File: config.mk
export PLATFORM = sky130hd
export DESIGN_NAME = pnst_ctrl
export DESIGN_NICKNAME = d
export VERILOG_FILES = /design/src/pnst_pkg.sv /design/src/pnst_ctrl.sv
export SDC_FILE = /design/constraint.sdc
export NUM_CORES = 1
export LEC_CHECK = 0
export ABC_AREA = 1
export BUFFER_PORTS_ARGS = -buffer_cell sky130_fd_sc_hd__buf_2
export CAP_MARGIN = 25
export CORE_AREA = 2 2 39 41
export DETAILED_ROUTE_END_ITERATION = 8
export DIE_AREA = 0 0 41 43
export GPL_TIMING_DRIVEN = 0
export PLACE_DENSITY_LB_ADDON = 0.08
export SYNTH_ARGS = -nofsm -noshare
export SYNTH_HDL_FRONTEND = slang
export SYNTH_SLANG_ARGS = --single-unit
File: constraint.sdc
create_clock -name clk -period 1.4 [get_ports clk]
set_clock_uncertainty 0.05 [all_clocks]
set_input_delay 0.28 -clock clk [delete_from_list [all_inputs] [get_ports clk]]
set_output_delay 0.28 -clock clk [all_outputs]
set_load 0.1 [all_outputs]
File: src/pnst_pkg.sv
// Shared types, constants and helper functions for the peak-normalized sample table.
package pnst_pkg;

    localparam int SAMPLE_W      = 16;
    localparam int INDEX_W       = 12;
    localparam int LEN_W         = 13;
    localparam int TABLE_DEPTH_DEF = 4096;
    localparam logic [LEN_W-1:0] LEN_RESET = 13'd4096;

    // Quotient bits retired per divider cycle, and the quotient width.
    localparam int QUO_W         = 16;
    localparam int BITS_PER_STEP = 4;
    localparam int DIV_CYCLES    = QUO_W / BITS_PER_STEP;

    localparam logic REQ_LOAD = 1'b0;
    localparam logic REQ_READ = 1'b1;

    localparam logic [SAMPLE_W:0] POS_MAX = 17'd32767;
    localparam logic [SAMPLE_W:0] NEG_MAG_MAX = 17'd32768;

    typedef struct packed {
        logic                        req_type;
        logic signed [SAMPLE_W-1:0]  sample;
        logic                        restart;
        logic [INDEX_W-1:0]          index;
    } req_t;

    typedef struct packed {
        logic signed [SAMPLE_W-1:0]  value;
        logic                        in_range;
    } rsp_t;

    typedef struct packed {
        logic load;
        logic read;
        logic prep;
        logic step;
        logic finish;
    } cmd_t;

    function automatic logic [SAMPLE_W-1:0] mag(input logic signed [SAMPLE_W-1:0] x);
        mag = x[SAMPLE_W-1] ? SAMPLE_W'(-x) : SAMPLE_W'(x);
    endfunction

endpackage

File: src/pnst_ctrl.sv
// Controller state machine: sequences loads, the table read, the divider and the result.
module pnst_ctrl (
    input  logic              clk,
    input  logic              rst_n,
    input  logic              start,
    input  logic              req_type,
    output logic              busy,
    output logic              done,
    output pnst_pkg::cmd_t    cmd
);

    localparam logic [1:0] S_IDLE   = 2'd0;
    localparam logic [1:0] S_FETCH  = 2'd1;
    localparam logic [1:0] S_DIVIDE = 2'd2;
    localparam logic [1:0] S_FINISH = 2'd3;
    localparam int STEP_W = (pnst_pkg::DIV_CYCLES > 1) ? $clog2(pnst_pkg::DIV_CYCLES) : 1;
    localparam logic [STEP_W-1:0] STEP_LAST = STEP_W'(pnst_pkg::DIV_CYCLES - 1);

    logic [1:0]        state_reg, state_next;
    logic [STEP_W-1:0] step_reg, step_next;
    logic              done_reg, done_next;
    logic              accept;

    assign accept = start && (state_reg == S_IDLE);
    assign busy   = (state_reg != S_IDLE);
    assign done   = done_reg;

    always_comb
    begin
        state_next = state_reg;
        step_next  = step_reg;
        done_next  = 1'b0;
        cmd        = '0;
        unique case (state_reg)
            S_IDLE:
            begin
                step_next = '0;
                if (accept)
                begin
                    if (req_type == pnst_pkg::REQ_READ)
                    begin
                        cmd.read   = 1'b1;
                        state_next = S_FETCH;
                    end
                    else
                    begin
                        cmd.load = 1'b1;
                    end
                end
            end
            S_FETCH:
            begin
                cmd.prep   = 1'b1;
                state_next = S_DIVIDE;
            end
            S_DIVIDE:
            begin
                cmd.step  = 1'b1;
                step_next = step_reg + 1'b1;
                if (step_reg == STEP_LAST)
                begin
                    state_next = S_FINISH;
                end
            end
            S_FINISH:
            begin
                cmd.finish = 1'b1;
                done_next  = 1'b1;
                state_next = S_IDLE;
            end
            default:
            begin
                state_next = S_IDLE;
            end
        endcase
    end

    always_ff @(posedge clk or negedge rst_n)
    begin
        if (!rst_n)
        begin
            state_reg <= S_IDLE;
            step_reg  <= '0;
            done_reg  <= 1'b0;
        end
        else
        begin
            state_reg <= state_next;
            step_reg  <= step_next;
            done_reg  <= done_next;
        end
    end

    a_done_after_finish: assert property (@(posedge clk) disable iff (!rst_n)
        done_reg |-> $past(state_reg == S_FINISH))
        else $error("result strobe without a finished division");

    a_done_when_idle: assert property (@(posedge clk) disable iff (!rst_n)
        done_reg |-> (state_reg == S_IDLE))
        else $error("result strobe while the controller is still busy");

    a_read_starts_fetch: assert property (@(posedge clk) disable iff (!rst_n)
        (accept && req_type == pnst_pkg::REQ_READ) |=> (state_reg == S_FETCH))
        else $error("accepted read did not start a table fetch");

endmodule

==> impl_metrics.tcl, run 1 <==
set metrics [dict create \
    regArea_um2 125 \
    vias 306 \
    multi_input_area_um2 216 \
    wl_per_cell_um 9.10 \
    maxCapViolCount 0 \
    post-route-min-period_ps 1590 \
    grt_max_degree 6 \
    cp-start-kind "flip-flop" \
    ys_ff_latch 5 \
    antenna_found_initial 0 \
    cp_cell_sequence "inv_2 -> ha_4 -> nand2_2 -> nor2_4 -> buf_12" \
    fin_tns_setup_ps -888 \
    hold_viol_final 0 \
    fmaxAchievable_mhz 631 \
    hpwlAfterDp_um 478 \
    critPathCaptureType "primary output" \
    worst_ep_required_time_ps 1070 \
    initial_core_util_pct 22.5 \
    syn_nets 48 \
    overflow 0 \
    area_growth_pct 101 \
    fp.dieArea_mm2 0.00176 \
    drt_wl_total_um 701 \
    cts.root.buffer_cell "clkbuf_4" \
    portBuffers 10 \
    instances_no_fill 77 \
    first_pass_iters 1 \
    max-slew-margin-rel_pct 67.7 \
    cp_max_fo 4 \
    ys_warn_count 0 \
    drv_slew 0 \
    cts_tree "yes" \
    hold_class "in -> async" \
    antenna_cells 0 \
    place_congestion 0.651 \
    pin_count 11 \
    cts.sinks 5 \
    fin_crit_sh_pct 113 \
    layout-drive-gt1-share_pct 57.4 \
    violations "setup timing" \
    core_region_area_mm2 0.00138 \
    post_synth_num_cell_types 9 \
    dp.cells 64 \
    nets 72 \
    synthCells 38 \
    synth_area_um2 312 \
    die_h_um 43 \
    grt_pass1_vias 309 \
    arrival_ps 1260 \
    slowest_delay_ps 410 \
    htreeDepth 1 \
    outcome "finished with violations" \
    grt_pass1_wl_um 1170 \
    crit_slowest_cell "dfrtp_1" \
    fin_ws_ps -186 \
    dp_slack_ps -211 \
    cts_buffers 3 \
    drcViolationCount 0 \
    path_clk_slew_ps 40 \
    first_iter_violations 0 \
    grtUsageTotal_pct 10.0 \
    ant_nets 0 \
    tightestPinTransition_ps 488 \
    crit_family "flip-flops" \
    via_per_inst 3.97 \
    ys_seq_area_share_pct 40.2 \
    crit_type "reg -> out" \
    setup_violations 6 \
    clock_latency_ps 240 \
    rsz0062_at_grt "true" \
    cp_num_buf_inv 2 \
    n_fill_cell 138 \
    rows 14 \
    cts_buffer_depth 2 \
    synth.avg_cell_area_um2 8.20 \
    die_w_um 41 \
]
-- cell usage after synthesis --
library cell	n	share of area [%]
nand2_1	13	16
ha_1	6	24
inv_1	6	7.2
dfrtp_1	5	40
nor2_1	3	3.6
nand3_1	2	3.2
buf_4	1	2.4
nand2_2	1	2.0
o21ai_0	1	1.6
-- placed cells by master (no fill, tap or decap) --
cell           netlist  routed
buf_12               0       4
buf_2                0       4
buf_4                1       7
buf_6                0       2
buf_8                0       2
clkbuf_1             0       1
clkbuf_4             0       3
dfrtp_1              5       5
dlygate4sd3_1        0       1
ha_1                 6       3
ha_2                 0       1
ha_4                 0       2
inv_1                6       3
inv_2                0       3
nand2_1             13      10
nand2_2              1       3
nand2_4              0       1
nand3_1              2       1
nand3_2              0       1
nor2_1               3       1
nor2_4               0       2
o21ai_0              1       1
-- logic make-up (layout without fill, tap and decap cells) --
| group | count (synthesis) | in the layout | synth area share, % |
|---|---|---|---|
| AO/OA/AOI/OAI | 1 | 1 | 1.60 |
| adder cells (fa/ha/maj) | 6 | 6 | 24.1 |
| flip-flops | 5 | 5 | 40.2 |
| AND/OR/NAND/NOR | 19 | 19 | 24.5 |
| buffers and inverters | 7 | 30 | 9.64 |
-- layout make-up --
type,instances,area share [%]
Inverter,6,3.60
Sequential cell,5,20.0
Multi-Input combinational cell,26,34.6
Timing Repair Buffer,19,33.2
Buffer,1,1.20
Clock buffer,4,4.20
Tap cell,16,3.20
-- metrics by stage --
stage | hold WS (ps) | area, µm² | util (%)
2_1_floorplan | -65.6 | 339 | -
3_3_place_gp | 45.3 | 409 | 29.6
3_5_place_dp | 49.6 | 409 | 29.6
4_1_cts | 322 | 581 | 42.0
5_1_grt | 321 | 626 | 45.2
6_report | 334 | 626 | 45.2
-- layer usage --
layer | routed length (µm) | up-vias | global-route usage [%]
met5 | 0 | - | 0
met3 | 31 | 0 | 2.09
met4 | 0 | 0 | 8.00
met1 | 284 | 141 | 10.8
met2 | 386 | 8 | 15.6
li1 | - | 157 | -
-- path summary, 6_finish.rpt --
check,from,endpoint,slack (ps),cells past startpoint
worst max register to register,state_reg[0],state_reg[0],80,8
worst min register to register,step_reg[1],step_reg[1],430,2
worst max-delay path,state_reg[0],cmd[4],-190,5
max in group asynchronous,rst_n,step_reg[1],840,2
min in group clk,step_reg[1],step_reg[1],430,2
worst min-delay path,rst_n,state_reg[0],330,2
-- what timing repair did --
action | 4_1_cts | 5_1_grt
hold buffers | 1 | 0
pin swaps | 4 | 3
hold endpoints to repair | 5 | 0
endpoints found under the setup margin | 6 | 8
gates resized for setup | 23 | 10
buffers inserted | 7 | 1
Power of run 1 is not shown: default switching activity piles up to over one toggle a cycle in this logic, so the estimate is an artifact.
==> run 2, diff against run 1 <==
PLACE_DENSITY_LB_ADDON = default   (was 0.08)
==> run 2 against run 1 <==
Net effect:
- design area is 15% lower
- the run still ends with setup timing left
- critical path depth is 2 lower
- global-route usage is 1.3 points lower
- setup slack worse by 6.1 ps
- non-clock buffer count is 6 lower
- first-iteration DRC count is 3 higher
- utilization is 6.6 points lower
- via count is 13% lower
- sequential cell count stayed put
- die area stayed put
- final cell count is 7.8% lower
- sequential share of layout area is 3.4 points higher
==> impl_metrics.tcl, run 2 (synthesized netlist as in run 1, its figures left out) <==
set metrics [dict create \
    fmaxAchievable_mhz 628 \
    cts_buffer_depth 2 \
    wl_per_cell_um 8.45 \
    tightestPinTransition_ps 482 \
    critPathCaptureType "primary output" \
    worst_ep_required_time_ps 1070 \
    r2r_end "state_reg[1]" \
    fin_crit_sh_pct 114 \
    ant_nets 0 \
    top_usage_layer "met2" \
    area_growth_pct 71.5 \
    arrival_ps 1260 \
    setup_violations 6 \
    grt_pass1_wl_um 993 \
    drv_slew 0 \
    cts_buffers 3 \
    cts_tree "yes" \
    grt_max_degree 6 \
    crit_type "reg -> out" \
    initial_core_util_pct 22.5 \
    cp_max_fo 5 \
    worst-r2r-setup-slack_ps 180 \
    path_clk_slew_ps 40 \
    portBuffers 10 \
    rows 14 \
    maxCapViolCount 0 \
    first_iter_violations 3 \
    antenna_found_initial 0 \
    core_region_area_mm2 0.00138 \
    nets 66 \
    first_pass_iters 2 \
    drcViolationCount 0 \
    place_congestion 0.741 \
    drt_wl_total_um 600 \
    cts.root.buffer_cell "clkbuf_4" \
    vias 266 \
    rsz0062_at_grt "true" \
    die_w_um 41 \
    die_h_um 43 \
    place_area_um2 409 \
    hold_slack_ps 349 \
    fin_ws_ps -192 \
    grtUsageTotal_pct 8.67 \
    crit_end "cmd[1]" \
    pin_count 11 \
    hold_class "in -> async" \
    met2_usage_pct 12.5 \
    htreeDepth 1 \
    max-slew-margin-rel_pct 68.1 \
    overflow 0 \
    cp-start-kind "flip-flop" \
    cp-startpoint "state_reg[0]" \
    layout_common_cells "12 x nand2_1, 5 x ha_1, 5 x dfrtp_1" \
    outcome "finished with violations" \
    post-route-min-period_ps 1590 \
    cts.sinks 5 \
    via_per_inst 3.75 \
    layout-drive-gt1-share_pct 43.6 \
    fin_area_um2 534 \
    finalCoreUtilization_pct 38.6 \
    violations "setup timing" \
    rr_worst_depth 7 \
    antenna_cells 0 \
    fp.dieArea_mm2 0.00176 \
    final_common_cell "nand2_1" \
    met1_usage_pct 9.12 \
    clock_latency_ps 230 \
    rr_startpoint "state_reg[1]" \
    use_met3_pct 3.14 \
    hpwlAfterDp_um 443 \
    hold_viol_final 0 \
    grt_pass1_vias 283 \
]
-- run 2: changes by cell type in the layout (fill, tap and decap cells not counted) --
cell     before  now
buf_12        4    3
buf_4         7    3
buf_6         2    1
ha_1          3    5
ha_2          1    0
ha_4          2    1
nand2_1      10   12
nand2_2       3    2
nand2_4       1    0
nand3_1       1    2
nand3_2       1    0
-- run 2: cell type report --
cell class                      count  area [µm²]
Buffer                              1        7.51
Clock buffer                        4        26.3
Fill cell                         145         850
Inverter                            6        22.5
Multi-Input combinational cell     26         186
Sequential cell                     5         125
Tap cell                           16        20.0
Timing Repair Buffer               13         146
-- run 2: worst max-delay path, stage by stage (launching register included) --
cell	delay, ps
dfrtp_1	400
inv_2	110
ha_1	280
buf_8	240
-- run 2: what timing repair did --
action | CTS | global route
resized for setup | 20 | 2
pin swaps | 3 | 2
endpoints found under the hold margin | 5 | 0
setup endpoints to repair | 6 | 6
hold buffers | 1 | 0
setup buffers | 2 | 0
-- run 2: per-stage QoR --
step	TNS [ps]	worst slack, ps	instances
5_1_grt	-1170	-251	71
3_5_place_dp	-749	-221	64
3_3_place_gp	-669	-196	64
6_report	-857	-192	71
4_1_cts	-996	-209	71
2_1_floorplan	-3010	-595	38
-- run 2: routing by layer --
| layer | wire length [µm] | share of wire (%) |
|---|---|---|
| met3 | 10 | 1.7 |
| met4 | 13 | 2.2 |
| met2 | 316 | 53 |
| met5 | 0 | 0 |
| met1 | 259 | 43 |
-- run 2: how the worst min path moves through the flow --
stage / start / endpoint / slack, ps / depth (start not counted)
after floorplan: rst_n / done / -70 / 0
after global placement: rst_n / done / 50 / 1
after detailed placement: rst_n / done / 50 / 1
after CTS: rst_n / done / 330 / 2
after global routing: rst_n / done / 350 / 2
final: rst_n / done / 350 / 2
Power of run 2 is left out for the same reason.
